<file path="src/hw/rtl/servo_bus_packet_framer_assert.svh">
// Assertion macros shared by the framer modules.
`ifndef SERVO_BUS_PACKET_FRAMER_ASSERT_SVH
`define SERVO_BUS_PACKET_FRAMER_ASSERT_SVH

`ifndef ASSERT_OFF
`define SBPF_ASSERT(label, prop) \
  label: assert property (@(posedge clk_i) disable iff (!rst_ni) prop) \
    else $error("servo bus framer assertion failed");
`define SBPF_ASSERT_ALWAYS(label, prop) \
  label: assert property (@(posedge clk_i) prop) \
    else $error("servo bus framer assertion failed");
`else
`define SBPF_ASSERT(label, prop)
`define SBPF_ASSERT_ALWAYS(label, prop)
`endif

`endif

</file>
<file path="src/hw/rtl/sbpf_pkg.sv">
`timescale 1ns / 1ps

package sbpf_pkg;

  typedef enum logic [1:0] {
    REQ_WRITE_GOAL = 2'd0,
    REQ_READ_POS   = 2'd1,
    REQ_TORQUE     = 2'd2,
    REQ_RX_BYTE    = 2'd3
  } req_e;

  typedef enum logic {
    KIND_TX    = 1'b0,
    KIND_REPLY = 1'b1
  } kind_e;

  localparam logic [7:0] HDR_BYTE     = 8'hFF;
  localparam logic [7:0] INS_READ     = 8'h02;
  localparam logic [7:0] INS_WRITE    = 8'h03;
  localparam logic [7:0] ADR_TORQUE   = 8'h28;
  localparam logic [7:0] ADR_GOAL     = 8'h2A;
  localparam logic [7:0] ADR_PRESENT  = 8'h38;
  localparam logic [7:0] READ_LEN     = 8'h02;
  localparam logic [7:0] LEN_LONG     = 8'h05;
  localparam logic [7:0] LEN_SHORT    = 8'h04;

  localparam int unsigned IdxW = 4;
  localparam logic [IdxW-1:0] LAST_IDX_LONG  = 4'd8;
  localparam logic [IdxW-1:0] LAST_IDX_SHORT = 4'd7;

  localparam int unsigned CntW = 3;
  localparam logic [CntW-1:0] RX_CNT_LAST = 3'd7;

  typedef struct packed {
    logic [7:0] data;
    logic       last;
  } tx_enc_t;

  typedef struct packed {
    logic       arm;
    logic       step;
    logic [7:0] id;
    logic [7:0] data;
  } rx_cmd_t;

  typedef struct packed {
    logic        hit;
    logic        status;
    logic [15:0] position;
  } rx_res_t;

endpackage

</file>
<file path="src/hw/rtl/sbpf_tx_enc.sv">
`timescale 1ns / 1ps

module sbpf_tx_enc (
  input  sbpf_pkg::req_e                  req_type_i,
  input  logic [7:0]                      servo_id_i,
  input  logic [15:0]                     goal_pos_i,
  input  logic                            torque_on_i,
  input  logic [sbpf_pkg::IdxW-1:0]       idx_i,
  output sbpf_pkg::tx_enc_t               enc_o
);
  import sbpf_pkg::*;

  logic            is_long;
  logic [7:0]      len;
  logic [7:0]      ins;
  logic [7:0]      adr;
  logic [7:0]      prm1;
  logic [7:0]      prm2;
  logic [7:0]      sum;
  logic [7:0]      chk;
  logic [IdxW-1:0] last_idx;

  always_comb begin
    is_long  = (req_type_i == REQ_WRITE_GOAL);
    len      = is_long ? LEN_LONG : LEN_SHORT;
    ins      = (req_type_i == REQ_READ_POS) ? INS_READ : INS_WRITE;
    prm2     = is_long ? goal_pos_i[15:8] : 8'h00;
    case (req_type_i)
      REQ_WRITE_GOAL: begin
        adr  = ADR_GOAL;
        prm1 = goal_pos_i[7:0];
      end
      REQ_READ_POS: begin
        adr  = ADR_PRESENT;
        prm1 = READ_LEN;
      end
      default: begin
        adr  = ADR_TORQUE;
        prm1 = {7'd0, torque_on_i};
      end
    endcase
    sum      = servo_id_i + len + ins + adr + prm1 + prm2;
    chk      = ~sum;
    last_idx = is_long ? LAST_IDX_LONG : LAST_IDX_SHORT;

    case (idx_i) inside
      4'd0, 4'd1: enc_o.data = HDR_BYTE;
      4'd2:       enc_o.data = servo_id_i;
      4'd3:       enc_o.data = len;
      4'd4:       enc_o.data = ins;
      4'd5:       enc_o.data = adr;
      4'd6:       enc_o.data = prm1;
      4'd7:       enc_o.data = is_long ? prm2 : chk;
      default:    enc_o.data = chk;
    endcase
    enc_o.last = (idx_i == last_idx);
  end

endmodule

</file>
<file path="src/hw/rtl/sbpf_rx.sv">
`timescale 1ns / 1ps
`include "servo_bus_packet_framer_assert.svh"

module sbpf_rx (
  input  logic              clk_i,
  input  logic              rst_ni,
  input  sbpf_pkg::rx_cmd_t cmd_i,
  output sbpf_pkg::rx_res_t res_o
);
  import sbpf_pkg::*;

  logic            armed_q, armed_d;
  logic [CntW-1:0] cnt_q, cnt_d;
  logic [7:0]      exp_id_q, exp_id_d;
  logic            hdr_ok_q, hdr_ok_d;
  logic [7:0]      pos_lo_q, pos_lo_d;
  logic [7:0]      pos_hi_q, pos_hi_d;

  always_comb begin
    res_o.hit      = armed_q && (cnt_q == RX_CNT_LAST);
    res_o.status   = !hdr_ok_q;
    res_o.position = hdr_ok_q ? {pos_hi_q, pos_lo_q} : 16'd0;
  end

  always_comb begin
    armed_d  = armed_q;
    cnt_d    = cnt_q;
    exp_id_d = exp_id_q;
    hdr_ok_d = hdr_ok_q;
    pos_lo_d = pos_lo_q;
    pos_hi_d = pos_hi_q;
    if (cmd_i.arm) begin
      armed_d  = 1'b1;
      cnt_d    = '0;
      exp_id_d = cmd_i.id;
      hdr_ok_d = 1'b1;
    end else if (cmd_i.step && armed_q) begin
      case (cnt_q) inside
        3'd0, 3'd1: if (cmd_i.data != HDR_BYTE) hdr_ok_d = 1'b0;
        3'd2:       if (cmd_i.data != exp_id_q) hdr_ok_d = 1'b0;
        3'd5:       pos_lo_d = cmd_i.data;
        3'd6:       pos_hi_d = cmd_i.data;
        default:    ;
      endcase
      if (cnt_q == RX_CNT_LAST) begin
        armed_d = 1'b0;
        cnt_d   = '0;
      end else begin
        cnt_d = cnt_q + 3'd1;
      end
    end
  end

  always_ff @(posedge clk_i or negedge rst_ni) begin
    if (!rst_ni) begin
      armed_q  <= 1'b0;
      cnt_q    <= '0;
      exp_id_q <= 8'd0;
      hdr_ok_q <= 1'b1;
      pos_lo_q <= 8'd0;
      pos_hi_q <= 8'd0;
    end else begin
      armed_q  <= armed_d;
      cnt_q    <= cnt_d;
      exp_id_q <= exp_id_d;
      hdr_ok_q <= hdr_ok_d;
      pos_lo_q <= pos_lo_d;
      pos_hi_q <= pos_hi_d;
    end
  end

  `SBPF_ASSERT(a_idle_count_zero, !armed_q |-> cnt_q == '0)
  `SBPF_ASSERT(a_arm_restarts, cmd_i.arm |=> armed_q && cnt_q == '0 && hdr_ok_q)
  `SBPF_ASSERT(a_hit_disarms, cmd_i.step && !cmd_i.arm && res_o.hit |=> !armed_q)

endmodule

</file>
<file path="src/hw/rtl/servo_bus_packet_framer.sv">
`timescale 1ns / 1ps
`include "servo_bus_packet_framer_assert.svh"
// Servo bus packet framer.
// The input channel takes one request per transfer: a write goal position,
// a read position request or a torque enable produce a complete bus packet,
// and a received bus byte feeds the reply receiver. The output channel
// carries transmit bytes (last_byte_o marks the checksum byte) and, on the
// eighth reply byte after a read request, one reply result.
// A request is held in an input register and its bytes are built there by
// a small encoder, one byte per cycle into the output register unless the
// output stalls. A write goal packet has nine bytes, a read or torque packet
// eight. The next request is accepted in the cycle that issues the last
// byte of the current one, so packets follow each other without gaps.
// Each result is built from the input register into the output register.
// When the receiver asserts out_stall_i the output register holds its byte
// and the input side stalls once the input register is full; a received byte
// that gives no result still drains while the output is stalled.
// Reset clears the valid bits of both registers and disarms the receiver.

module servo_bus_packet_framer (
  input  logic        clk_i,
  input  logic        rst_ni,
  input  logic        in_valid_i,
  output logic        in_stall_o,
  input  logic [1:0]  req_type_i,
  input  logic [7:0]  servo_id_i,
  input  logic [15:0] goal_pos_i,
  input  logic        torque_on_i,
  input  logic [7:0]  rx_byte_i,
  output logic        out_valid_o,
  input  logic        out_stall_i,
  output logic        out_kind_o,
  output logic [7:0]  tx_byte_o,
  output logic        last_byte_o,
  output logic        reply_status_o,
  output logic [15:0] position_o
);
  import sbpf_pkg::*;

  logic            cmd_vld_q, cmd_vld_d;
  logic [IdxW-1:0] idx_q, idx_d;
  req_e            type_q, type_d;
  logic [7:0]      id_q, id_d;
  logic [15:0]     goal_q, goal_d;
  logic            ton_q, ton_d;
  logic [7:0]      rxb_q, rxb_d;

  logic            out_vld_q, out_vld_d;
  kind_e           kind_q, kind_d;
  logic [7:0]      txb_q, txb_d;
  logic            last_q, last_d;
  logic            status_q, status_d;
  logic [15:0]     pos_q, pos_d;

  tx_enc_t         enc;
  rx_cmd_t         rx_cmd;
  rx_res_t         rx_res;

  logic            accept;
  logic            is_rx;
  logic            load_ok;
  logic            fire;
  logic            item_done;
  logic            emit;

  sbpf_tx_enc u_enc (
    .req_type_i  (type_q),
    .servo_id_i  (id_q),
    .goal_pos_i  (goal_q),
    .torque_on_i (ton_q),
    .idx_i       (idx_q),
    .enc_o       (enc)
  );

  sbpf_rx u_rx (
    .clk_i  (clk_i),
    .rst_ni (rst_ni),
    .cmd_i  (rx_cmd),
    .res_o  (rx_res)
  );

  always_comb begin
    is_rx      = (type_q == REQ_RX_BYTE);
    load_ok    = !out_vld_q || !out_stall_i;
    fire       = cmd_vld_q && (load_ok || (is_rx && !rx_res.hit));
    item_done  = fire && (is_rx || enc.last);
    emit       = fire && (!is_rx || rx_res.hit);
    in_stall_o = cmd_vld_q && !item_done;
    accept     = in_valid_i && !in_stall_o;

    rx_cmd.arm  = item_done && (type_q == REQ_READ_POS);
    rx_cmd.step = fire && is_rx;
    rx_cmd.id   = id_q;
    rx_cmd.data = rxb_q;
  end

  always_comb begin
    cmd_vld_d = cmd_vld_q;
    idx_d     = idx_q;
    type_d    = type_q;
    id_d      = id_q;
    goal_d    = goal_q;
    ton_d     = ton_q;
    rxb_d     = rxb_q;
    if (accept) begin
      cmd_vld_d = 1'b1;
      idx_d     = '0;
      type_d    = req_e'(req_type_i);
      id_d      = servo_id_i;
      goal_d    = goal_pos_i;
      ton_d     = torque_on_i;
      rxb_d     = rx_byte_i;
    end else if (item_done) begin
      cmd_vld_d = 1'b0;
    end else if (fire) begin
      idx_d = idx_q + {{(IdxW-1){1'b0}}, 1'b1};
    end
  end

  always_comb begin
    out_vld_d = out_vld_q;
    kind_d    = kind_q;
    txb_d     = txb_q;
    last_d    = last_q;
    status_d  = status_q;
    pos_d     = pos_q;
    if (emit) begin
      out_vld_d = 1'b1;
      kind_d    = is_rx ? KIND_REPLY : KIND_TX;
      txb_d     = is_rx ? 8'd0 : enc.data;
      last_d    = is_rx ? 1'b0 : enc.last;
      status_d  = is_rx ? rx_res.status : 1'b0;
      pos_d     = is_rx ? rx_res.position : 16'd0;
    end else if (!out_stall_i) begin
      out_vld_d = 1'b0;
    end
  end

  always_ff @(posedge clk_i or negedge rst_ni) begin
    if (!rst_ni) begin
      cmd_vld_q <= 1'b0;
      idx_q     <= '0;
      out_vld_q <= 1'b0;
    end else begin
      cmd_vld_q <= cmd_vld_d;
      idx_q     <= idx_d;
      out_vld_q <= out_vld_d;
    end
  end

  always_ff @(posedge clk_i) begin
    type_q   <= type_d;
    id_q     <= id_d;
    goal_q   <= goal_d;
    ton_q    <= ton_d;
    rxb_q    <= rxb_d;
    kind_q   <= kind_d;
    txb_q    <= txb_d;
    last_q   <= last_d;
    status_q <= status_d;
    pos_q    <= pos_d;
  end

  assign out_valid_o    = out_vld_q;
  assign out_kind_o     = kind_q;
  assign tx_byte_o      = txb_q;
  assign last_byte_o    = last_q;
  assign reply_status_o = status_q;
  assign position_o     = pos_q;

  `SBPF_ASSERT(a_idx_in_range, cmd_vld_q && !is_rx |-> idx_q <= LAST_IDX_LONG)
  `SBPF_ASSERT(a_first_byte_hdr, emit && !is_rx && idx_q == '0 |=> tx_byte_o == HDR_BYTE)
  `SBPF_ASSERT(a_reply_fields, out_vld_q && kind_q == KIND_REPLY |-> !last_q && txb_q == 8'd0)
  `SBPF_ASSERT(a_bad_reply_pos, out_vld_q && status_q |-> pos_q == 16'd0)
  `SBPF_ASSERT(a_emit_has_slot, emit |-> load_ok)

endmodule
</file>
<file path="config.mk">
export PLATFORM = sky130hd
export DESIGN_NAME = servo_bus_packet_framer
export DESIGN_NICKNAME = d
export VERILOG_FILES = /design/src/hw/rtl/sbpf_pkg.sv /design/src/hw/rtl/sbpf_tx_enc.sv /design/src/hw/rtl/sbpf_rx.sv /design/src/hw/rtl/servo_bus_packet_framer.sv
export VERILOG_INCLUDE_DIRS = /design/src /design/src/hw/rtl
export SDC_FILE = /design/constraint.sdc
export NUM_CORES = 1
export LEC_CHECK = 0
export ABC_AREA = 1
export BUFFER_PORTS_ARGS = -buffer_cell sky130_fd_sc_hd__buf_2
export CAP_MARGIN = 0
export CORE_ASPECT_RATIO = 0.7
export CORE_MARGIN = 2
export CORE_UTILIZATION = 58
export CTS_CLUSTER_DIAMETER = 150
export DETAILED_ROUTE_END_ITERATION = 7
export HOLD_SLACK_MARGIN = 0.06
export PLACE_DENSITY_LB_ADDON = 0.05
export SETUP_SLACK_MARGIN = 0.15
export SYNTH_ARGS = -nofsm -noshare
export SYNTH_HDL_FRONTEND = slang
export SYNTH_HIERARCHICAL = 1
export SYNTH_SLANG_ARGS = --single-unit
export TNS_END_PERCENT = 10
</file>
<file path="constraint.sdc">
create_clock -name clk_i -period 4.5 [get_ports clk_i]
set_clock_uncertainty 0.1 [all_clocks]
set_input_delay 0.675 -clock clk_i [delete_from_list [all_inputs] [get_ports clk_i]]
set_output_delay 0.675 -clock clk_i [all_outputs]
set_load 0.05 [all_outputs]
</file>
==> results of run 1 <==
area by class of cell:
class	instances	area [sq um]	area share, %
Inverter	132	498	8.06
Clock buffer	11	233	3.76
Multi-Input combinational cell	347	2130	34.5
Timing Repair Buffer	68	343	5.55
Sequential cell	97	2740	44.3
Clock inverter	5	80.1	1.30
Tap cell	124	155	2.51
through the flow:
step           total power, uW  setup WS (ns)
2_1_floorplan             2610          0.857
3_3_place_gp              2900          0.817
3_5_place_dp              2940          0.746
4_1_cts                   3760          0.713
5_1_grt                   4020          0.384
6_report                  3740          0.696
worst max-delay path by stage:
| stage | to | slack [ns] | startpoint |
|---|---|---|---|
| finish | tx_byte_o[6] | 0.70 | type_q[1] |
| global route | tx_byte_o[4] | 0.38 | type_q[1] |
| CTS | tx_byte_o[5] | 0.71 | type_q[1] |
| detailed placement | tx_byte_o[5] | 0.75 | type_q[1] |
| global placement | tx_byte_o[5] | 0.82 | type_q[1] |
| floorplan | tx_byte_o[5] | 0.86 | type_q[1] |
critical path: cells and delay by family (launching register included):
family	cells	cell delay [ns]
flip-flops	1	0.59
buffers and inverters	2	0.14
AND/OR/NAND/NOR	6	0.84
adder cells (fa/ha/maj)	3	1.41
AO/OA/AOI/OAI	4	0.47
power groups by stage:
stage	Sequential [uW]	Combinational, uW	Clock (uW)
finish	1410	1530	804
detailed placement	1430	1510	0
CTS	1410	1520	824
global placement	1420	1490	0
floorplan	1620	991	0
global route	1440	1720	855
cells by family (layout without fill, tap and decap cells):
family | count (synthesis) | after routing
compound gates | 63 | 63
xor+xnor | 9 | 9
fa+ha+maj | 28 | 28
buf+inv | 142 | 216
flops | 97 | 97
simple gates | 247 | 247
state kept, by name, summed over array words and instances (netlist names), 4 cells and up:
register and cells:
goal_q 16, position_o 16, u_rx/exp_id_q 8, rxb_q 8, id_q 8, idx_q 4, tx_byte_o 8, u_rx/pos_lo_q 8
u_rx/pos_hi_q 8
metal layers:
layer / vias to the layer above / wire length [microns] / share of wire (%) / GRT usage (%)
met2: 139 / 4560 / 40 / 33.8
met4: 0 / 144 / 1.3 / 7.49
li1: 1978 / - / - / -
met5: - / 0 / 0 / 0
met3: 12 / 987 / 8.7 / 6.72
met1: 1797 / 5670 / 50 / 37.9
layout by cell type, fill, tap and decap left out, drive strengths merged, types with 2 or more instances in the layout:
cell / instances
nand3: 28
xnor2: 7
nand4: 5
xor2: 2
a22oi: 2
ha: 18
o211ai: 5
clkbuf: 11
nor2: 56
inv: 133
buf: 68
a31oi: 4
edfxtp: 62
o21ai: 34
fa: 10
dfrtp: 34
nor3: 3
a21oi: 13
bufinv: 2
nand2: 152
or2: 2
==> reports/summary.md, run 1 <==
- final weighted congestion of routability-driven global placement: 1.00
- Slew @ Worst Pin: 1.12 ns
- Netlist Area Pre-Place: 5440 sq um
- total power per unit cell area: 605 nW/um^2
- count of hold-fix buffers inserted at cts: 0
- maximum VDD drop: 0.000293 V
- Max stage delay cell, worst path: edfxtp_1
- complex-gate fraction of the synthesized area: 8.23%
- number of buffers between clock root and the deepest sink: 2
- Arr. time, crit path: 3.80 ns
- I/O pin total: 68
- area of all placed cells without fillers: 6180 sq um
- row cnt: 29
- Data required, critical path: 4.50 ns
- xor and xnor area share after synthesis: 1.45%
- number of detailed-route iterations in the first pass: 5
- number of nets in the final layout: 722
- proportion of synthesized chip area in sequential cells: 50.3%
- residual antenna-violating net count after detailed routing: 0
- Clk pin slew, worst setup/hold paths: 0.07 ns
- TritonCTS clock tree: yes
- area share of the leading cell type in the synthesized netlist: 34.2%
- CTS Buf Count: 9
- cell type with the highest occurrence count on the critical path: fa_1
- cells traversed along the worst timing path: nor2_8 > a22oi_1 > fa_1 > fa_1 > fa_1 > inv_1 > nand4_1 > nand3_1 > a21oi_1 > o21ai_1 > o211ai_1 > nand2_1 > nand2_1 > inv_1 > nor2_1
- Total Neg Setup Slack: 0 ns
- slack of the worst reg-to-reg path: 0.70 ns
- total of cells resized after clock tree synthesis: 0
- number of clock sinks: 97
- Clock Power Share: 21.5%
- final instance count without filler cells: 784
- warnings from Yosys: 6
- period utilization: 84.5%
- H-tree levels: 3
- area of the die: 10,200 sq um
- Die X: 120 microns
- net count of the mapped netlist: 653
- Maximum Capacitance Violations: 0
- total via count after detailed routing: 3,926
- Final Hold Viols: 0
- portion of total power attributed to sequential cells: 37.7%
- buffer cell driving the clock tree root: clkbuf_16
- diode insertion count for antenna repair: 0
- Std-Cell Core Area: 9110 sq um
- total routing resource utilization after global routing: 24.6%
- number of antenna violations at the first check in global routing: 0
- cell with the most instances after synthesis: nand2_1
- critical path fanouts, max: 26
- cell count after placement: 768
- fraction of registers with async set or reset after synthesis: 36.1%
- grt total ovfl: 0
- Post-Synth Adder-Cell Area: 7.81%
- placed inst area: 5870 sq um
- RSZ-0062 raised after global routing: false
- worst-case reg-to-reg path depth: 15
- leakage power: 0.00305 uW
- worst hold slack across all endpoints: 0.324 ns
- R2R Path Start: type_q[1]
- simple-gate portion of the synthesized area: 21.7%
- slew margin rel.: 25.5%
- top_reg_cell synth: edfxtp_1
- reg2reg end: tx_byte_o[6]
- multiplexer share of the synthesized area: 0%
- type of the setup path with the least slack: reg2reg
- drt via density: 5.01
- initial standard-cell utilization of the core: 59.8%
- detailed-route wire length per cell: 14.5 microns
- Filler Cells Inserted: 747
- Setup Viol. Count Final: 0
- biggest area consumer among synthesized cells: edfxtp_1
- number of cells produced by synthesis: 586
- routed wire length: 11,400 microns
- pin count of the biggest net entering global routing: 39
- pins over their slew limit: 0
- power spent charging and discharging nets: 1530 uW
- portion of total power attributed to combinational logic: 40.8%
- share of cells above drive strength 1: 22.7%
- largest stage delay on the critical path: 0.59 ns
- global-route wire length before repair: 18,900 microns
- crit end category: flip-flop
- layout overhead on the synthesized area: 13.6%
- flip-flop and latch count after synthesis: 97
- top cells by count, synth: nand2_1 (141), inv_1 (120), edfxtp_1 (62), nor2_1 (44), dfrtp_1 (34)
- floorplan die height: 85.1 microns
- worst min-delay path class: in2async
- Post-route DRC: 0
- distinct cell type count of the synthesized netlist: 43
- vias in the first global route: 3,715
- PortBufs: 67
- Startpoint Class: flip-flop
- switching power as a share of total power: 40.7%
- internal power consumption: 2220 uW
- mean area per synthesized cell: 9.29 sq um
- combinational family with the most area after synthesis: simple AND/OR/NAND/NOR gates
- DP HPWL: 8750 microns
- Setup Fix Bufs, Post-CTS: 0
- highest achievable clock rate: 263 MHz
- number of synthesized flops with an enable pin: 62
- core utilization of the finished layout: 67.9%
- clock network latency to the later pin of the worst-skew pair: 0.34 ns
- starting DRC count in detailed routing: 279
- outcome: finished clean
- final worst path period need: 3.80 ns
- largest cells by area after synthesis: edfxtp_1 (34%), dfrtp_1 (16%), nand2_1 (9.7%)
No activity file was read; power rests on OpenSTA's default activity.
==> run 2: changes to the inputs <==
--- a/config.mk
+++ b/config.mk
@@ -6,7 +6,7 @@
 export SDC_FILE = /design/constraint.sdc
 export NUM_CORES = 1
 export LEC_CHECK = 0
-export ABC_AREA = 1
+export ABC_AREA = 0
 export BUFFER_PORTS_ARGS = -buffer_cell sky130_fd_sc_hd__buf_2
 export CAP_MARGIN = 0
 export CORE_ASPECT_RATIO = 0.7
==> constraint.sdc (replaced) <==
create_clock -name clk_i -period 3.5 [get_ports clk_i]
set_clock_uncertainty 0.1 [all_clocks]
set_input_delay 0.525 -clock clk_i [delete_from_list [all_inputs] [get_ports clk_i]]
set_output_delay 0.525 -clock clk_i [all_outputs]
set_load 0.05 [all_outputs]
==> run 2 against run 1 <==
- critical endpoint unchanged
- wire length is 5.4% higher
- combinational power shrank 16%
- clock power increased by 13%
==> reports/summary.md, run 2 <==
- Total Neg Setup Slack: 0 ns, unchanged
- Data required, critical path: 3.61 ns, -0.89 ns
- Maximum Capacitance Violations: 0, unchanged
- CTS Buf Count: 9, unchanged
- initial standard-cell utilization of the core: 60.9%, +1.1 points
- number of clock sinks: 97, unchanged
- proportion of synthesized chip area in sequential cells: 52.4%, +2.1 points
- grt total ovfl: 0, unchanged
- flip-flop and latch count after synthesis: 97, unchanged
- cell type with the highest occurrence count on the critical path: fa_2
- number of buffers between clock root and the deepest sink: 2, unchanged
- share of cells above drive strength 1: 29.5%, +6.8 points
- biggest area consumer among synthesized cells: edfxtp_1
- highest achievable clock rate: 299 MHz, +14%
- I/O pin total: 68, unchanged
- routed wire length: 12,000 microns, +5.4%
- worst hold slack across all endpoints: 0.168 ns, -0.156 ns
- total routing resource utilization after global routing: 25.3%, +0.77 points
- outcome: finished clean
- Slew @ Worst Pin: 0.795 ns, -0.321 ns
- total power per unit cell area: 610 nW/um^2, +0.82%
- slew margin rel.: 47.0%, +22 points
- DP HPWL: 8770 microns, +0.25%
- period utilization: 95.6%, +11 points
- number of synthesized flops with an enable pin: 62, unchanged
- number of cells produced by synthesis: 450, -23%
- most common cell after layout, fill and taps aside: buf_2
- Final Hold Viols: 0, unchanged
- mean area per synthesized cell: 11.6 sq um, +25%
- layout overhead on the synthesized area: 16.6%
- floorplan die height: 83.4 microns, -1.9%
- pin count of the biggest net entering global routing: 39, unchanged
- starting DRC count in detailed routing: 479, +72%
- clock network latency to the later pin of the worst-skew pair: 0.34 ns, about the same
- number of detailed-route iterations in the first pass: 7, +2
- buffer cell driving the clock tree root: clkbuf_16
- diode insertion count for antenna repair: 0, unchanged
- detailed-route wire length per cell: 18.4 microns, +27%
- distinct cell type count of the synthesized netlist: 65, +51%
- top cells by count, synth: edfxtp_1 (62), nand2_1 (39), dfrtp_1 (34), inv_1 (32), and2_1 (27)
- number of nets in the final layout: 591, -18%
- Max stage delay cell, worst path: fa_1
- final weighted congestion of routability-driven global placement: 0.975, -2.6%
- count of hold-fix buffers inserted at cts: 0, unchanged
- worst min-delay path class: in2async
- number of antenna violations at the first check in global routing: 0, unchanged
- critical path fanouts, max: 18, -31%
- residual antenna-violating net count after detailed routing: 0, unchanged
- row cnt: 28, -3.4%
- drt via density: 5.75, +15%
- Clk pin slew, worst setup/hold paths: 0.07 ns, about the same
- PortBufs: 67, unchanged
- largest cells by area after synthesis: edfxtp_1 (36%), dfrtp_1 (16%), mux2_2 (5.2%)
- vias in the first global route: 3,407, -8.3%
- net count of the mapped netlist: 517, -21%
- maximum VDD drop: 0.000351 V, +20%
- area of the die: 9800 sq um, -3.9%
- Setup Viol. Count Final: 0, unchanged
- Arr. time, crit path: 3.46 ns, -0.34 ns
- type of the setup path with the least slack: reg2reg
- total via count after detailed routing: 3,732, -4.9%
- cell with the most instances after synthesis: edfxtp_1
- largest stage delay on the critical path: 0.50 ns, -0.09 ns
- warnings from Yosys: 6, unchanged
- crit end category: flip-flop
- leakage power: 0.00267 uW, -12%
- Startpoint Class: flip-flop
- Post-route DRC: 0, unchanged
- pins over their slew limit: 0, unchanged
- cells traversed along the worst timing path: nor2_4 > buf_12 > a22oi_2 > fa_1 > fa_2 > fa_2 > nor2b_2 > o31a_1 > o21ai_1 > and3_1 > o32ai_2 > and2_1
- top library cells by usage in the layout, fill and taps aside: buf_2 (67), edfxtp_1 (62), nand2_1 (36)
- Std-Cell Core Area: 8580 sq um, -5.8%
- area share of the leading cell type in the synthesized netlist: 35.6%, +1.4 points
- Netlist Area Pre-Place: 5230 sq um, -4.0%
- fraction of registers with async set or reset after synthesis: 36.1%, unchanged
- top_reg_cell synth: edfxtp_1
- TritonCTS clock tree: yes
- Die X: 117 microns, -2.0%
- H-tree levels: 3, unchanged
- global-route wire length before repair: 18,900 microns, -0.29%
- RSZ-0062 raised after global routing: true
- final worst path period need: 3.35 ns, -0.458 ns
-- run 2: cell types whose count changed after synthesis, sizes merged, moves of 20 or more --
cell,before,now
inv,132,35
mux2,0,24
nand3,28,5
nand2,152,40
nor2,56,19
and3,0,20
and2,0,27
-- run 2: kinds of logic (layout without fill, tap and decap cells) --
family	count (synthesis)	in the layout	share of synthesized area [%]
adder cells (fa/ha/maj)	28	28	8.14
multiplexers	28	28	5.94
AO/OA/AOI/OAI	85	85	11.0
flip-flops	97	97	52.4
AND/OR/NAND/NOR	141	141	15.1
buffers and inverters	56	135	4.93
XOR/XNOR	15	15	2.51
-- run 2: power breakdown --
| part | switching [uW] | leakage [uW] | total [uW] | internal (uW) |
|---|---|---|---|---|
| logic | 820 | 0.00148 | 1290 | 473 |
| clock network | 421 | 0.000123 | 908 | 487 |
| registers | 122 | 0.00106 | 1520 | 1400 |
-- run 2: worst max-delay path: cells and delay by family, from the launching register on --
family / cells / cell delay (ns)
adders and majority gates: 3 / 1.29
DFF: 1 / 0.43
buffers and inverters: 1 / 0.17
and+or+nand+nor: 4 / 0.65
AOI/OAI and AO/OA: 4 / 0.57
-- run 2: final timing paths --
path,depth (start not counted),slack (ns),from,to
max reg2reg,12,0.15,type_q[0],tx_byte_o[6]
min in group clk_i,1,0.25,goal_pos_i[8],goal_q[8]
max,12,0.15,type_q[0],tx_byte_o[6]
max in group asynchronous,1,2.63,rst_ni,u_rx/armed_q
min reg2reg,1,0.40,u_rx/pos_hi_q[4],u_rx/pos_hi_q[4]
min,1,0.17,rst_ni,idx_q[3]
-- run 2: layout make-up --
type                       count  area, sq um
inverter                      35          131
timing repair buffer          84          475
tap                          120          150
sequential                    97         2740
clock inverter                 5         40.0
fill                         617         2490
multi-input combinational    297         2330
clock buffer                  11          233
-- run 2: repair_timing --
| action | in CTS | in global routing |
|---|---|---|
| setup buffers | 2 | 0 |
| pin swaps | 1 | 3 |
| gates resized for setup | 1 | 7 |
| endpoints found under the setup margin | 2 | 13 |
-- run 2: metrics by stage --
step / util, % / total power, uW / std cells / setup slack, ns / area (sq um)
6_report: 71.0 / 3720 / 649 / 0.154 / 6090
5_1_grt: 71.0 / 3900 / 649 / -0.000492 / 6090
4_1_cts: 70.6 / 3690 / 649 / 0.158 / 6060
3_5_place_dp: 67.2 / 2770 / 631 / 0.136 / 5770
3_3_place_gp: 67.2 / 2750 / 631 / 0.226 / 5770
2_1_floorplan: - / 2440 / 450 / 0.0476 / 5290
-- run 2: per-layer routing --
metal / track usage [%] / up-vias / routed length, microns
li1: - / 1754 / -
met1: 41.6 / 1760 / 6050
met2: 32.1 / 202 / 4540
met3: 7.83 / 16 / 1230
met4: 5.59 / 0 / 147
met5: 0 / - / 0
==> run 3: changes to the inputs <==
==> constraint.sdc (replaced) <==
create_clock -name clk_i -period 3.5 [get_ports clk_i]
set_clock_uncertainty 0.1 [all_clocks]
set_input_delay 0.35 -clock clk_i [delete_from_list [all_inputs] [get_ports clk_i]]
set_output_delay 0.35 -clock clk_i [all_outputs]
set_load 0.05 [all_outputs]
==> run 3 against run 2 <==
- die area unchanged
- final area up 0.16%
- clock power about the same
- critical endpoint unchanged
- via count up 0.27%
- global-route usage about the same
- count of clock-buffer cells in the layout unchanged
- largest cell class unchanged
- wire length down 0.72%
- register-to-register slack about the same
- maximum frequency up 0.30%
==> reports/summary.md, run 3 (synthesized netlist as in run 2, its figures left out) <==
- outcome: finished clean
- Filler Cells Inserted: 616, -0.16%
- cells traversed along the worst timing path: nor2_4 > buf_12 > a22oi_2 > fa_1 > fa_2 > fa_2 > nor2b_2 > o31a_1 > o21ai_1 > and3_1 > o32ai_2 > and2_1
- DP HPWL: 8770 microns, unchanged
- final worst path period need: 3.34 ns, -0.00988 ns
- Final Hold Viols: 0, unchanged
- highest achievable clock rate: 300 MHz, +0.30%
- total routing resource utilization after global routing: 25.4%, +0.030 points
- pins over their slew limit: 0, unchanged
- clock network latency to the later pin of the worst-skew pair: 0.34 ns, about the same
- slew margin rel.: 46.7%, -0.27 points
- Post-route DRC: 0, unchanged
- number of antenna violations at the first check in global routing: 0, unchanged
- CTS Buf Count: 9, unchanged
- H-tree levels: 3, unchanged
- worst min-delay path class: in2reg
- global-route wire length before repair: 18,900 microns, +0.15%
- row cnt: 28, unchanged
- number of buffers between clock root and the deepest sink: 2, unchanged
- crit end category: flip-flop
- period utilization: 95.3%, -0.28 points
- residual antenna-violating net count after detailed routing: 0, unchanged
- final weighted congestion of routability-driven global placement: 0.975, unchanged
- slack of the worst reg-to-reg path: 0.16 ns, about the same
- RSZ-0062 raised after global routing: true
- buffer cell driving the clock tree root: clkbuf_16
- number of nets in the final layout: 592, +0.17%
- number of detailed-route iterations in the first pass: 5, -2
- top library cells by usage in the layout, fill and taps aside: buf_2 (67), edfxtp_1 (62), nand2_1 (36)
- CP Launch Point: type_q[0]
- Clk pin slew, worst setup/hold paths: 0.07 ns, about the same
- buffers and inverters on the worst path: 1, unchanged
- PortBufs: 67, unchanged
- Startpoint Class: flip-flop
- TritonCTS clock tree: yes
- layout overhead on the synthesized area: 16.8%
- critical path fanouts, max: 18, unchanged
- Worst Hold End: goal_q[8]
- Worst Hold Depth: 1
- area of all placed cells without fillers: 6100 sq um, +0.16%
- Die X: 117 microns, unchanged
- most common cell after layout, fill and taps aside: buf_2
- Data required, critical path: 3.61 ns, about the same
- number of clock sinks: 97, unchanged
- placed inst area: 5770 sq um, unchanged
- cell count along the critical path: 12, unchanged
- Arr. time, crit path: 3.45 ns, about the same
- R2R Path Start: type_q[0]
- vias in the first global route: 3,421, +0.41%
- area used by multi-input combinational logic: 2330 sq um, unchanged
- I/O pin total: 68, unchanged
- cell count after placement: 631, unchanged
- worst-case reg-to-reg path depth: 12, unchanged
- reg2reg end: tx_byte_o[6]
- Setup Viol. Count Final: 0, unchanged
- cell type with the highest occurrence count on the critical path: fa_2
- leakage power: 0.00267 uW, +0.16%
- final instance count without filler cells: 650, +0.15%
- final worst-path setup slack: 0.164 ns, +0.00988 ns
- initial standard-cell utilization of the core: 60.9%, unchanged
- drt via density: 5.76, +0.11%
- pin count of the biggest net entering global routing: 39, unchanged
- maximum VDD drop: 0.000350 V, -0.33%
- CP delay by family, top: adder cells
- Std-Cell Core Area: 8580 sq um, unchanged
- area of the die: 9800 sq um, unchanged
- Max stage delay cell, worst path: fa_1
- Total Neg Setup Slack: 0 ns, unchanged
- total power per unit cell area: 609 nW/um^2, -0.25%
- Maximum Capacitance Violations: 0, unchanged
- Slew @ Worst Pin: 0.799 ns, +0.00404 ns
- floorplan die height: 83.4 microns, unchanged
- diode insertion count for antenna repair: 0, unchanged
- flip-flop and latch area: 2740 sq um, unchanged
- share of cells above drive strength 1: 29.4%, -0.056 points
- starting DRC count in detailed routing: 535, +12%
- beginning of the worst hold path: goal_pos_i[8]
- total power consumption of the routed design: 3720 uW, about the same
- type of the setup path with the least slack: reg2reg
- grt total ovfl: 0, unchanged
- detailed-route wire length per cell: 18.3 microns, -0.87%
- Place WS: 0.136 ns, unchanged
- largest stage delay on the critical path: 0.50 ns, about the same
- total via count after detailed routing: 3,742, +0.27%
- routed wire length: 11,900 microns, -0.72%
==> run 3: metal layers <==
metal / vias to the layer above / global-route usage [%] / wire length (microns)
met5: - / 0 / 0
met2: 205 / 32.2 / 4560
met4: 0 / 5.59 / 126
met3: 12 / 7.83 / 1190
li1: 1762 / - / -
met1: 1763 / 41.6 / 6010
==> run 3: layout make-up <==
| class | instances | share of cell area [%] |
|---|---|---|
| multi-input cells | 297 | 38.1 |
| inverters | 35 | 2.15 |
| repair buffers | 85 | 7.95 |
| well taps | 120 | 2.46 |
| clock inverters | 5 | 0.656 |
| clock buffers | 11 | 3.81 |
| flip-flops and latches | 97 | 44.9 |
==> run 3: timing repair <==
item                                    4_1_cts  5_1_grt
resized for setup                             1        7
endpoints found under the hold margin        34        0
buffers inserted                              2        0
pin swaps                                     1        3
hold buffers                                  1        0
endpoints found under the setup margin        2       13
==> run 3: worst max path at each step <==
stage / to / slack (ns)
2_1_floorplan: tx_byte_o[6] / 0.05
3_3_place_gp: tx_byte_o[6] / 0.23
3_5_place_dp: tx_byte_o[6] / 0.14
4_1_cts: tx_byte_o[2] / 0.16
5_1_grt: tx_byte_o[6] / -0.0005
6_report: tx_byte_o[6] / 0.16
==> run 3: power breakdown <==
| part | switching, uW | total [uW] | internal [uW] |
|---|---|---|---|
| Combinational | 818 | 1290 | 474 |
| Clock | 420 | 907 | 487 |
| Sequential | 121 | 1520 | 1400 |
| Total | 1360 | 3720 | 2360 |
==> run 3: stage by stage <==
stage	hold slack (ns)	util [%]
floorplan	-0.0456	-
global placement	0.370	67.2
detailed placement	0.374	67.2
CTS	0.0651	70.7
global route	0.0629	71.1
finish	0.0762	71.1
